==> config.mk <==
export PLATFORM = sky130hd
export DESIGN_NAME = date_check_and_format_top
export DESIGN_NICKNAME = d
export VERILOG_FILES = /design/src/rtl/core/dcf_pkg.sv /design/src/rtl/core/date_check_and_format_top.sv
export VERILOG_INCLUDE_DIRS = /design/src /design/src/rtl/core
export SDC_FILE = /design/constraint.sdc
export NUM_CORES = 1
export LEC_CHECK = 0
export ABC_AREA = 1
export BUFFER_PORTS_ARGS = -buffer_cell sky130_fd_sc_hd__buf_2
export CAP_MARGIN = 25
export CORE_MARGIN = 10
export CORE_UTILIZATION = 35
export DETAILED_ROUTE_END_ITERATION = 7
export GPL_ROUTABILITY_DRIVEN = 0
export HOLD_SLACK_MARGIN = 0.08
export PLACE_DENSITY = 0.65
export RECOVER_POWER = 50
export SLEW_MARGIN = 5
export SYNTH_ARGS = -nofsm -noshare
export SYNTH_HDL_FRONTEND = slang
export SYNTH_SLANG_ARGS = --single-unit
==> constraint.sdc <==
create_clock -name clk -period 15.15 [get_ports clk]
set_clock_uncertainty 0.2 [all_clocks]
set_input_delay 1.515 -clock clk [delete_from_list [all_inputs] [get_ports clk]]
set_output_delay 1.515 -clock clk [all_outputs]
set_load 0.03 [all_outputs]
==> src/rtl/core/date_check_and_format_top_assert.svh <==
// assertion helpers for the date checker and formatter
`ifndef DATE_CHECK_AND_FORMAT_TOP_ASSERT_SVH
`define DATE_CHECK_AND_FORMAT_TOP_ASSERT_SVH

// same-cycle implication, disabled while in reset
`define DCF_ASSERT_NOW(label, clk, rst_n, ante, cons, msg) \
    label: assert property (@(posedge clk) disable iff (!rst_n) (ante) |-> (cons)) \
        else $error(msg);

// next-cycle implication, disabled while in reset
`define DCF_ASSERT_NEXT(label, clk, rst_n, ante, cons, msg) \
    label: assert property (@(posedge clk) disable iff (!rst_n) (ante) |=> (cons)) \
        else $error(msg);

`endif

==> src/rtl/core/dcf_pkg.sv <==
package dcf_pkg;

    // result status codes
    localparam logic [1:0] ST_OK      = 2'd0;
    localparam logic [1:0] ST_ILLEGAL = 2'd1;
    localparam logic [1:0] ST_UNSUP   = 2'd2;

    // date format register codes
    localparam logic [2:0] FMT_COMPACT   = 3'd0;
    localparam logic [2:0] FMT_ISO       = 3'd1;
    localparam logic [2:0] FMT_LAST_SUPP = 3'd3;

    localparam logic [7:0] ASCII_ZERO   = 8'h30;
    localparam logic [7:0] ASCII_NINE   = 8'h39;
    localparam logic [7:0] ASCII_HYPHEN = 8'h2D;

    localparam int MAX_CHARS = 10;
    localparam int IDX_W     = $clog2(MAX_CHARS);

    localparam logic [IDX_W-1:0] LAST_IDX_SEP     = IDX_W'(MAX_CHARS - 1);
    localparam logic [IDX_W-1:0] LAST_IDX_COMPACT = IDX_W'(MAX_CHARS - 3);

    localparam logic [4:0] DAYS_LONG  = 5'd31;
    localparam logic [4:0] DAYS_SHORT = 5'd30;
    localparam logic [4:0] DAYS_FEB   = 5'd28;
    localparam logic [4:0] DAYS_LEAP  = 5'd29;

    localparam logic [3:0] MONTH_FEB = 4'd2;
    localparam logic [3:0] MONTH_APR = 4'd4;
    localparam logic [3:0] MONTH_JUN = 4'd6;
    localparam logic [3:0] MONTH_SEP = 4'd9;
    localparam logic [3:0] MONTH_NOV = 4'd11;

    // one double-dabble step: add-3 correction per digit, then shift in a bit
    function automatic logic [15:0] dd_step(logic [15:0] bcd, logic b);
        logic [15:0] adj;
        adj = bcd;
        for (int k = 0; k < 4; k++)
        begin
            if (adj[4*k +: 4] >= 4'd5)
            begin
                adj[4*k +: 4] = adj[4*k +: 4] + 4'd3;
            end
        end
        return {adj[14:0], b};
    endfunction

    function automatic logic [4:0] month_len(logic [3:0] m, logic leap);
        logic [4:0] len;
        case (m)
            MONTH_FEB: len = leap ? DAYS_LEAP : DAYS_FEB;
            MONTH_APR, MONTH_JUN, MONTH_SEP, MONTH_NOV: len = DAYS_SHORT;
            default: len = DAYS_LONG;
        endcase
        return len;
    endfunction

    // dig holds eight bcd digits, year thousands in the top nibble, day ones at the bottom
    function automatic logic [7:0] date_char(logic [IDX_W-1:0] idx, logic sep,
                                             logic [31:0] dig);
        logic [2:0] k;
        logic       hyph;
        k    = 3'd0;
        hyph = 1'b0;
        if (sep)
        begin
            case (idx)
                4'd0, 4'd1, 4'd2, 4'd3: k = idx[2:0];
                4'd4, 4'd7:             hyph = 1'b1;
                4'd5, 4'd6:             k = 3'(idx - 4'd1);
                4'd8, 4'd9:             k = 3'(idx - 4'd2);
                default:                k = 3'd0;
            endcase
        end
        else
        begin
            k = idx[2:0];
        end
        if (hyph)
        begin
            return ASCII_HYPHEN;
        end
        return ASCII_ZERO + {4'd0, dig[(5'd28 - {k, 2'b00}) +: 4]};
    endfunction

endpackage

==> src/rtl/core/date_check_and_format_top.sv <==
// date checker and formatter
// input channel: in_valid / in_stall carry one timestamp per transfer (year, month,
//   day, hour, minute, second, fraction); the block raises in_stall when full
// config channel: cfg_valid / cfg_ready write date_format from cfg_data; cfg_ready
//   is always high; write only while the block is idle
// output channel: out_valid / out_stall carry one character per transfer, with last
//   on the final character of a timestamp and status (0 ok, 1 illegal, 2 format)
// a good date gives YYYY-MM-DD (10 transfers) or YYYYMMDD (8 transfers); a bad
//   date or an unsupported format gives one transfer with character zero
// path: the first character reaches the output through four pipeline stages
//   and then the output register
// serializer: drives one character per cycle while out_stall is low and holds
//   each timestamp for its 10, 8 or 1 characters; the stages before it
//   already take the next timestamps meanwhile
// reset: all stages empty, out_valid low, date_format back to iso (1)
// stall: out_stall holds the output register; the serializer and stages fill up
//   behind it and in_stall rises once stage one cannot move; nothing is lost
module date_check_and_format_top (
    input  logic                clk,
    input  logic                rst_n,
    input  logic                in_valid,
    output logic                in_stall,
    input  logic signed [15:0]  year,
    input  logic        [15:0]  month,
    input  logic        [15:0]  day,
    input  logic        [15:0]  hour,
    input  logic        [15:0]  minute,
    input  logic        [15:0]  second,
    input  logic        [31:0]  fraction,
    input  logic                cfg_valid,
    output logic                cfg_ready,
    input  logic        [2:0]   cfg_data,
    output logic                out_valid,
    input  logic                out_stall,
    output logic        [7:0]   character,
    output logic                last,
    output logic        [1:0]   status
);

    `include "date_check_and_format_top_assert.svh"

    localparam int IW = dcf_pkg::IDX_W;

    // config register
    logic [2:0] date_format_reg;

    // stage 1: range checks done, narrowed fields
    logic        v1_reg;
    logic [13:0] y1_reg;
    logic [3:0]  m1_reg;
    logic [4:0]  d1_reg;
    logic        bad1_reg;

    // stage 2: upper seven year bits converted to bcd
    logic        v2_reg;
    logic [15:0] bcd2_reg;
    logic [6:0]  ylo2_reg;
    logic [3:0]  m2_reg;
    logic [4:0]  d2_reg;
    logic        bad2_reg;

    // stage 3: full year in bcd
    logic        v3_reg;
    logic [15:0] bcd3_reg;
    logic [1:0]  ylo3_reg;
    logic [3:0]  m3_reg;
    logic [4:0]  d3_reg;
    logic        bad3_reg;

    // stage 4: serializer, holds one timestamp while its characters go out
    logic          v4_reg;
    logic [31:0]   dig4_reg;
    logic [1:0]    st4_reg;
    logic          sep4_reg;
    logic [IW-1:0] idx4_reg;

    // output register
    logic       out_valid_reg;
    logic [7:0] character_reg;
    logic       last_reg;
    logic [1:0] status_reg;

    logic out_adv;
    logic s4_last;
    logic s4_free;
    logic s3_free;
    logic s2_free;
    logic s1_free;
    logic in_xfer;

    logic        bad1_next;
    logic [15:0] bcd2_next;
    logic [15:0] bcd3_next;
    logic        leap;
    logic        h100;
    logic [1:0]  cent_mod4;
    logic [4:0]  dlim;
    logic        bad4;
    logic [3:0]  mt;
    logic [3:0]  mo;
    logic [3:0]  dt;
    logic [3:0]  dn;
    logic [1:0]  st4_next;
    logic [7:0]  char_next;

    // ---------------- handshake and stage advance ----------------
    assign out_adv = !out_valid_reg || !out_stall;
    assign s4_last = (st4_reg != dcf_pkg::ST_OK) ||
                     (idx4_reg == (sep4_reg ? dcf_pkg::LAST_IDX_SEP
                                            : dcf_pkg::LAST_IDX_COMPACT));
    assign s4_free = !v4_reg || (out_adv && s4_last);
    assign s3_free = !v3_reg || s4_free;
    assign s2_free = !v2_reg || s3_free;
    assign s1_free = !v1_reg || s2_free;
    assign in_stall = !s1_free;
    assign in_xfer  = in_valid && s1_free;

    assign cfg_ready = 1'b1;

    always_ff @(posedge clk or negedge rst_n)
    begin
        if (!rst_n)
        begin
            date_format_reg <= dcf_pkg::FMT_ISO;
        end
        else if (cfg_valid && cfg_ready)
        begin
            date_format_reg <= cfg_data;
        end
    end

    // ---------------- stage 1: field range checks ----------------
    always_comb
    begin
        bad1_next = (hour != 16'd0) || (minute != 16'd0) || (second != 16'd0) ||
                    (fraction != 32'd0) ||
                    (year < 16'sd1) || (year > 16'sd9999) ||
                    (month < 16'd1) || (month > 16'd12) ||
                    (day < 16'd1) || (day > 16'd31);
    end

    always_ff @(posedge clk or negedge rst_n)
    begin
        if (!rst_n)
        begin
            v1_reg <= 1'b0;
        end
        else if (s1_free)
        begin
            v1_reg <= in_valid;
        end
    end

    always_ff @(posedge clk)
    begin
        if (in_xfer)
        begin
            y1_reg   <= year[13:0];
            m1_reg   <= month[3:0];
            d1_reg   <= day[4:0];
            bad1_reg <= bad1_next;
        end
    end

    // ---------------- stage 2: year bits 13 to 7 into bcd ----------------
    always_comb
    begin
        bcd2_next = 16'd0;
        for (int i = 0; i < 7; i++)
        begin
            bcd2_next = dcf_pkg::dd_step(bcd2_next, y1_reg[13 - i]);
        end
    end

    always_ff @(posedge clk or negedge rst_n)
    begin
        if (!rst_n)
        begin
            v2_reg <= 1'b0;
        end
        else if (s2_free)
        begin
            v2_reg <= v1_reg;
        end
    end

    always_ff @(posedge clk)
    begin
        if (s2_free && v1_reg)
        begin
            bcd2_reg <= bcd2_next;
            ylo2_reg <= y1_reg[6:0];
            m2_reg   <= m1_reg;
            d2_reg   <= d1_reg;
            bad2_reg <= bad1_reg;
        end
    end

    // ---------------- stage 3: year bits 6 to 0 into bcd ----------------
    always_comb
    begin
        bcd3_next = bcd2_reg;
        for (int i = 0; i < 7; i++)
        begin
            bcd3_next = dcf_pkg::dd_step(bcd3_next, ylo2_reg[6 - i]);
        end
    end

    always_ff @(posedge clk or negedge rst_n)
    begin
        if (!rst_n)
        begin
            v3_reg <= 1'b0;
        end
        else if (s3_free)
        begin
            v3_reg <= v2_reg;
        end
    end

    always_ff @(posedge clk)
    begin
        if (s3_free && v2_reg)
        begin
            bcd3_reg <= bcd3_next;
            ylo3_reg <= ylo2_reg[1:0];
            m3_reg   <= m2_reg;
            d3_reg   <= d2_reg;
            bad3_reg <= bad2_reg;
        end
    end

    // ---------------- stage 4: leap rule, day limit, format ----------------
    // divisible by 100: low two bcd digits zero; by 400 additionally needs
    // year/100 = 10*thousands + hundreds divisible by 4, i.e. 2*th + hu
    always_comb
    begin
        h100      = (bcd3_reg[7:0] == 8'd0);
        cent_mod4 = {bcd3_reg[12], 1'b0} + bcd3_reg[9:8];
        leap      = (ylo3_reg == 2'd0) && (!h100 || (cent_mod4 == 2'd0));
        dlim      = dcf_pkg::month_len(m3_reg, leap);
        bad4      = bad3_reg || (d3_reg > dlim);

        mt = (m3_reg >= 4'd10) ? 4'd1 : 4'd0;
        mo = (m3_reg >= 4'd10) ? (m3_reg - 4'd10) : m3_reg;

        if (d3_reg >= 5'd30)
        begin
            dt = 4'd3;
            dn = 4'(d3_reg - 5'd30);
        end
        else if (d3_reg >= 5'd20)
        begin
            dt = 4'd2;
            dn = 4'(d3_reg - 5'd20);
        end
        else if (d3_reg >= 5'd10)
        begin
            dt = 4'd1;
            dn = 4'(d3_reg - 5'd10);
        end
        else
        begin
            dt = 4'd0;
            dn = d3_reg[3:0];
        end

        if (bad4)
        begin
            st4_next = dcf_pkg::ST_ILLEGAL;
        end
        else if (date_format_reg > dcf_pkg::FMT_LAST_SUPP)
        begin
            st4_next = dcf_pkg::ST_UNSUP;
        end
        else
        begin
            st4_next = dcf_pkg::ST_OK;
        end
    end

    always_ff @(posedge clk or negedge rst_n)
    begin
        if (!rst_n)
        begin
            v4_reg   <= 1'b0;
            idx4_reg <= '0;
        end
        else if (s4_free)
        begin
            v4_reg   <= v3_reg;
            idx4_reg <= '0;
        end
        else if (v4_reg && out_adv)
        begin
            idx4_reg <= idx4_reg + IW'(1);
        end
    end

    always_ff @(posedge clk)
    begin
        if (s4_free && v3_reg)
        begin
            dig4_reg <= {bcd3_reg, mt, mo, dt, dn};
            st4_reg  <= st4_next;
            sep4_reg <= (date_format_reg != dcf_pkg::FMT_COMPACT);
        end
    end

    // ---------------- output register ----------------
    always_comb
    begin
        if (st4_reg != dcf_pkg::ST_OK)
        begin
            char_next = 8'd0;
        end
        else
        begin
            char_next = dcf_pkg::date_char(idx4_reg, sep4_reg, dig4_reg);
        end
    end

    always_ff @(posedge clk or negedge rst_n)
    begin
        if (!rst_n)
        begin
            out_valid_reg <= 1'b0;
        end
        else if (out_adv)
        begin
            out_valid_reg <= v4_reg;
        end
    end

    always_ff @(posedge clk)
    begin
        if (out_adv && v4_reg)
        begin
            character_reg <= char_next;
            last_reg      <= s4_last;
            status_reg    <= st4_reg;
        end
    end

    assign out_valid = out_valid_reg;
    assign character = character_reg;
    assign last      = last_reg;
    assign status    = status_reg;

    // ---------------- assertions ----------------
    `DCF_ASSERT_NOW(a_err_single, clk, rst_n,
        out_valid_reg && (status_reg != dcf_pkg::ST_OK),
        last_reg && (character_reg == 8'd0),
        "error result must be a single zero character")

    `DCF_ASSERT_NOW(a_ok_char, clk, rst_n,
        out_valid_reg && (status_reg == dcf_pkg::ST_OK),
        ((character_reg >= dcf_pkg::ASCII_ZERO) && (character_reg <= dcf_pkg::ASCII_NINE)) ||
        (character_reg == dcf_pkg::ASCII_HYPHEN),
        "good result must be a digit or hyphen")

    `DCF_ASSERT_NEXT(a_next_char, clk, rst_n,
        out_valid_reg && !out_stall && !last_reg,
        out_valid_reg,
        "character of an unfinished date missing in the next cycle")

    `DCF_ASSERT_NOW(a_idx_range, clk, rst_n,
        v4_reg,
        idx4_reg <= (sep4_reg ? dcf_pkg::LAST_IDX_SEP : dcf_pkg::LAST_IDX_COMPACT),
        "serializer index past the last character")

endmodule
==> results of run 1 <==
[synth_stat cells (3+ instances only)]
library cell | instances | area share, %
nand2_4 | 12 | 1.7
nor2_1 | 50 | 2.4
nor3_1 | 13 | 0.83
o21ai_1 | 7 | 0.45
inv_2 | 7 | 0.33
inv_1 | 119 | 5.7
edfxtp_1 | 116 | 44
o22ai_1 | 4 | 0.32
nor4_1 | 33 | 2.6
o21ai_2 | 3 | 0.33
nand3_2 | 16 | 2.0
clkbuf_1 | 4 | 0.19
nand2_1 | 174 | 8.3
or2_2 | 5 | 0.40
nand4_1 | 23 | 1.8
xor2_1 | 18 | 2.0
ha_1 | 42 | 6.7
buf_4 | 3 | 0.29
a31oi_1 | 6 | 0.48
o21ai_0 | 49 | 3.1
nand2_2 | 36 | 2.9
a21oi_1 | 15 | 0.96
nand3b_1 | 3 | 0.29
dfrtp_1 | 11 | 3.5
nand3_1 | 64 | 4.1
[logic make-up after synthesis]
logic type,share of synthesized area (%)
simple gates,28.0
buf+inv,6.50
flops,48.2
compound gates,7.44
fa+ha+maj,6.69
xor+xnor,2.79
other cells,0.0956
mux,0.271
[per-layer routing]
layer | vias up | wire (um) | global-route usage (%) | part of all wire, %
li1 | 3297 | - | - | -
met1 | 2816 | 7410 | 13.5 | 43
met2 | 190 | 8440 | 21.4 | 49
met3 | 25 | 1140 | 4.14 | 6.6
met4 | 0 | 357 | 4.62 | 2.1
met5 | - | 0 | 0 | 0
[worst min-delay path by stage]
stage                  from           end  slack (ns)  cells past startpoint
3_3_place_gp      y1_reg[5]   ylo2_reg[5]        0.20                      0
5_1_grt        bcd3_reg[10]  dig4_reg[26]        0.22                      0
3_5_place_dp      d1_reg[3]     d2_reg[3]        0.20                      0
4_1_cts           d1_reg[3]     d2_reg[3]        0.21                      0
2_1_floorplan      bad1_reg      bad2_reg        0.20                      0
6_report       bcd3_reg[10]  dig4_reg[26]        0.21                      0
[final cells by class]
| class | instances | share of cell area, % |
|---|---|---|
| flip-flops and latches | 128 | 39.8 |
| multi-input cells | 605 | 37.5 |
| repair buffers | 150 | 7.92 |
| clock buffers | 24 | 5.42 |
| inverters | 126 | 4.97 |
| well taps | 280 | 3.68 |
| clock inverters | 8 | 0.684 |
[per-stage QoR]
stage                     utilization [%]  area, sq um  setup WS [ns]  cells
final                                43.3         9510           9.45   1321
after global routing                 43.3         9510           8.81   1321
after CTS                            43.3         9510           9.42   1320
after detailed placement             40.7         8930           9.45   1288
after global placement               40.7         8930           9.67   1288
after floorplan                         -         7860           9.92    866
==> metrics.md, run 1 <==
| Metric | Value |
|---|---|
| Status | complete, but fails checks |
| Failing checks | capacitance limit, slew limit |
| Overflow after GRT | 0 |
| Buf+Inv Stages, Crit Path | 8 |
| Drt drc | 0 |
| Synth cell types | slightly below 50 |
| Dpl hpwl | roughly 14 mm |
| Post-DRT Antenna Nets | 0 |
| R2R Path End | bcd3_reg[13] |
| CTS tree | yes |
| Worst setup path start | bcd2_reg[4] |
| CTS Hold Bufs | 0 |
| Die H | about 170 um |
| Register area share after synthesis | between 40% and 50% |
| Post-CTS Resized | 0 |
| RSZ-0062 raised after global routing | false |
| Starting Density | a little over a third |
| Post-CTS Setup Bufs | 0 |
| Post-Route WL | 17.3 mm |
| H-tree depth | 4 |
| Min Tclk post-route | ~5.7 ns |
| CTS Buf Count | 17 |
| Post-synth EDFFs | 116 |
| Routed wire per std cell | ~13 um |
| Clock tree buffer depth | 2 |
| Crit start category | flip-flop |
| Top Family by Delay on Critical Path | simple AND/OR/NAND/NOR gates |
| 1st-iter DRT viols | between 200 and 300 |
| Crit path largest cell delay | between 0.4 and 0.5 ns |
| Drt pass-1 iters | 4 |
| Worst hold slack | ~0.21 ns |
| Sequential Area | 3780 sq um |
| FF-to-FF setup slack | ~9.4 ns |
| Max capacitance violation total | 1 |
| Core Box Area | around 22000 sq um |
| Worst reg2reg path startpoint | bcd2_reg[4] |
| Synth Warn # | 0 |
| R2R cell count | 36 |
| First-pass GRT wire length | between 20 and 30 mm |
| Post-DR vias/cell | 4.79 |
| Worst-path clk slew | 0.06 ns |
| Mapped Cells | between 800 and 900 |
| CP Data Required Time | 15.11 ns |
| Critical Path Stages | 36 |
| Final Net Count | ~1200 |
| Area growth from synthesis to layout | 21.1% |
| Final setup fails | 0 |
| Vias in the first global route | 6430 |
| GR Util All Layers | between 10 and 15% |
| Min-Delay Path Class | reg2reg |
| Port bufs | 146 |
| IO Pins | 150 |
| Syn_area_per_cell | about 9 sq um |
| Layout cells sized above 1 | between 20% and 30% |
| Final Slew Violations | 31 |
| N_diodes | 0 |
| Worst setup endpoint | bcd3_reg[13] |
| Worst Tran Pin Value | approximately 1.6 ns |
| Crit path DAT | 5.66 ns |
| Most common cell on crit path | inv_1 |
| Critical path class | reg2reg |
| Worst-Skew Late Latency | ~0.42 ns |
| Nature of the critical path endpoint | flip-flop |
| Vias | between 6000 and 7000 |
| Critical-path top delay cell | edfxtp_1 |
| Top FF cell, synth | edfxtp_1 |
| Period Utilization, post-route | a little under two fifths |
| Die area | approximately 29000 sq um |
| Antenna violations before repair | 0 |
| Fillers | approximately 2100 |
| CTS Root Cell | clkbuf_16 |
| Largest net degree at the start of global routing | 31 |
| Max_slew headroom | -4.84% |
| Synthesized flop and latch total | roughly 130 |
| Rows | 54 |
| Crit path max fanout | 6 |
| Mapped cell area | around 7900 sq um |
| Multi-input gate area | 3570 sq um |
| Most frequent cells in the layout | nand2_1 (174), buf_2 (127), inv_1 (119), edfxtp_1 (116), nand3_1 (64) |
| Async SR Flop Fraction | 9.38% |
| Clk sink count | ~130 |
| Final hold viol count | 0 |
| Die Wd | roughly 170 um |
| Max FFs per register | 27 |
| Most common cell after layout, fill and taps aside | nand2_1 |
| Setup_tns | 0 ns |
| Maximum clock rate | between 150 and 200 MHz |
Power of run 1 is left out: the tool's default activity adds up to more than one toggle a clock period on the data nets, which glitch-free logic cannot reach.
==> run 2: changes to the inputs <==
ABC_AREA = 0   (was 1)
PLACE_DENSITY = 0.64   (was 0.65)
clock period = 5.4 ns   (was 15.15 ns; I/O delays follow)
==> metrics.md, run 2 <==
| Metric | Value |
|---|---|
| Register area share after synthesis | a little over two fifths |
| Area share of xor/xnor cells in the synthesized design | 2.41% |
| Vias in the first global route | about 7600 |
| Post-Route WL | 22.1 mm |
| Vias | about 7600 |
| CP Data Required Time | around 5.4 ns |
| Synth Area in Adders | 6.19% |
| Area growth from synthesis to layout | 28.3% |
| Simple-gate area share of the yosys netlist | around 17% |
| Synth Warn # | 0 |
| Min Tclk post-route | 5.22 ns |
| CP cell instances | ha_4 -> nand2b_4 -> a211oi_2 -> nor2_2 -> inv_1 -> ha_2 -> o21ba_2 -> nor3_1 -> a2111oi_4 -> ha_4 -> nand2_4 -> o22ai_4 -> mux2i_4 -> a21oi_2 -> xor2_2 -> ha_2 -> inv_2 -> ha_4 -> a21oi_4 -> xnor2_2 -> ha_2 -> nand2b_4 -> a21bo_4 -> xnor2_2 |
| Worst-Skew Late Latency | 0.43 ns |
| Mapped Cells | 866 |
| R2R Path End | bcd3_reg[13] |
| Drt drc | 0 |
| Post-DRT Antenna Nets | 0 |
| CTS Buf Count | 17 |
| Post-DR vias/cell | around 5.4 |
| Placed insts | about 1400 |
| Crit start category | flip-flop |
| Synth cell types | slightly above 100 |
| Largest net degree at the start of global routing | 28 |
| CTS Root Cell | clkbuf_16 |
| N_diodes | 0 |
| Final hold viol count | 0 |
| Worst reg2reg path startpoint | bcd2_reg[4] |
| Dpl ws | -0.0266 ns |
| Max FFs per register | 27 |
| Dpl hpwl | ~17 mm |
| Largest family of logic cells by synthesized area | compound AO/OA/AOI/OAI gates |
| Final cell count without fillers | about 1400 |
| Antenna violations before repair | 0 |
| Async SR Flop Fraction | a little under a tenth |
| Overflow after GRT | 0 |
| Syn_area_per_cell | around 10 sq um |
| Synth area leader | edfxtp_1 |
| Period Utilization, post-route | a little over nine tenths |
| Most frequent cells in the layout | edfxtp_1 (116), buf_2 (114), buf_4 (68), nand2_1 (58), o21ai_0 (47) |
| FF-to-FF setup slack | approximately 0.18 ns |
| Setup_tns | 0 ns |
| Count leader, synth | edfxtp_1 |
| PnR worst setup slack | ~0.18 ns |
| Most common cell after layout, fill and taps aside | edfxtp_1 |
| Worst Tran Pin Value | 0.979 ns |
| Top Family by Delay on Critical Path | compound AO/OA/AOI/OAI gates |
| Post-synth EDFFs | between 100 and 150 |
| Buf+Inv Stages, Crit Path | 2 |
| Status | complete, no violations |
| RSZ-0062 raised after global routing | true |
| IO Pins | 150 |
| Drt pass-1 iters | 5 |
| Hold Path Stages | 1 |
| Mapped cell area | a little under 9000 sq um |
| Core Box Area | between 20000 and 25000 sq um |
| Min-Delay Path Class | in2reg |
| Crit path max fanout | 6 |
| Die Wd | ~180 um |
| R2R cell count | 24 |
| Final Slew Violations | 0 |
| Final Net Count | between 1000 and 1500 |
| Worst hold slack | 0.101 ns |
| Worst setup path start | bcd2_reg[4] |
| First-pass GRT wire length | approximately 36 mm |
| Share of the synthesized area in the top cell type | ~40% |
| Die H | 179 um |
| Worst-path clk slew | ~0.07 ns |
| Nature of the critical path endpoint | flip-flop |
| Clk sink count | 128 |
| Top FF cell, synth | edfxtp_1 |
| Starting Density | 35.3% |
| Max_slew headroom | 34.7% |
| Crit path DAT | 5.18 ns |
| Crit path largest cell delay | approximately 0.48 ns |
| Synthesized flop and latch total | 128 |
| Worst hold endpoint | d1_reg[1] |
| Ranking of synthesized cells by area | edfxtp_1 (40%), ha_1 (6.0%), dfrtp_1 (3.1%) |
| Port bufs | roughly 150 |
| Critical path class | reg2reg |
| Layout cells sized above 1 | a little under a third |
| Hold Startpoint | day[1] |
| Routed wire per std cell | between 15 and 20 um |
| Die area | roughly 32000 sq um |
| Post-synthesis mux area share | roughly 4.4% |
| Max capacitance violation total | 0 |
| Rows | 58 |
| Top cells by count, synth | edfxtp_1 (116), nand2_1 (62), o21ai_0 (53) |
| Complex-gate fraction of the synthesized area | 22.9% |
| Critical-path top delay cell | edfxtp_1 |
| Final setup fails | 0 |
| H-tree depth | 4 |
| GR Util All Layers | between 10 and 15% |
| 1st-iter DRT viols | approximately 640 |
| CTS tree | yes |
| Maximum clock rate | roughly 190 MHz |
| Clock tree buffer depth | 2 |
run 2: worst max-delay path by stage:
stage | depth (start not counted) | slack, ns | endpoint
4_1_cts | 26 | 0.008 | bcd3_reg[14]
3_5_place_dp | 27 | -0.03 | bcd3_reg[14]
5_1_grt | 27 | -0.09 | bcd3_reg[13]
2_1_floorplan | 27 | 0.002 | bcd3_reg[14]
3_3_place_gp | 27 | 0.13 | bcd3_reg[14]
6_report | 24 | 0.18 | bcd3_reg[13]
run 2: stage by stage:
stage,cell area (sq um),util (%)
2_1_floorplan,8970,-
3_3_place_gp,10300,41.3
3_5_place_dp,10300,41.4
4_1_cts,11000,43.9
5_1_grt,11300,45.3
6_report,11300,45.3
run 2: layout make-up:
class	count	area, sq um
fill	2359	13700
multi-input combinational	663	5070
sequential	128	3780
timing repair buffer	218	1250
clock buffer	18	450
tap	330	413
inverter	49	191
clock inverter	14	143
run 2: layer usage:
| metal | track usage, % | part of all wire (%) | vias up |
|---|---|---|---|
| met5 | 0 | 0 | - |
| met4 | 5.03 | 1.6 | 0 |
| met3 | 3.47 | 5.1 | 25 |
| met2 | 23.7 | 51 | 197 |
| met1 | 15.5 | 42 | 3578 |
| li1 | - | - | 3813 |
run 2: logic make-up (layout without fill, tap and decap cells):
kind of cell,Yosys count,in the layout
compound gates,276,276
flops,128,128
mux,36,36
buf+inv,76,299
simple gates,283,283
other cells,2,3
xor+xnor,21,21
fa+ha+maj,44,44
run 2: worst register-to-register path: stages (launching register included):
cell and delay [ns]:
edfxtp_1 0.48, ha_4 0.23, nand2b_4 0.14, a211oi_2 0.36, nor2_2 0.08, inv_1 0.07, ha_2 0.27, o21ba_2 0.27
nor3_1 0.09, a2111oi_4 0.46, ha_4 0.26, nand2_4 0.07, o22ai_4 0.14, mux2i_4 0.12, a21oi_2 0.18, xor2_2 0.18
ha_2 0.19, inv_2 0.04, ha_4 0.15, a21oi_4 0.15, xnor2_2 0.16, ha_2 0.25, nand2b_4 0.06, a21bo_4 0.23
xnor2_2 0.12
run 2: what timing repair did:
| action | in CTS | in global routing |
|---|---|---|
| endpoints found under the setup margin | 2 | 11 |
| endpoints found under the hold margin | 12 | 0 |
| gates resized for setup | 1 | 42 |
| pin swaps | 0 | 29 |
| setup buffers | 0 | 24 |
| hold buffers | 1 | 0 |
Power of run 2 is left out for the same reason.
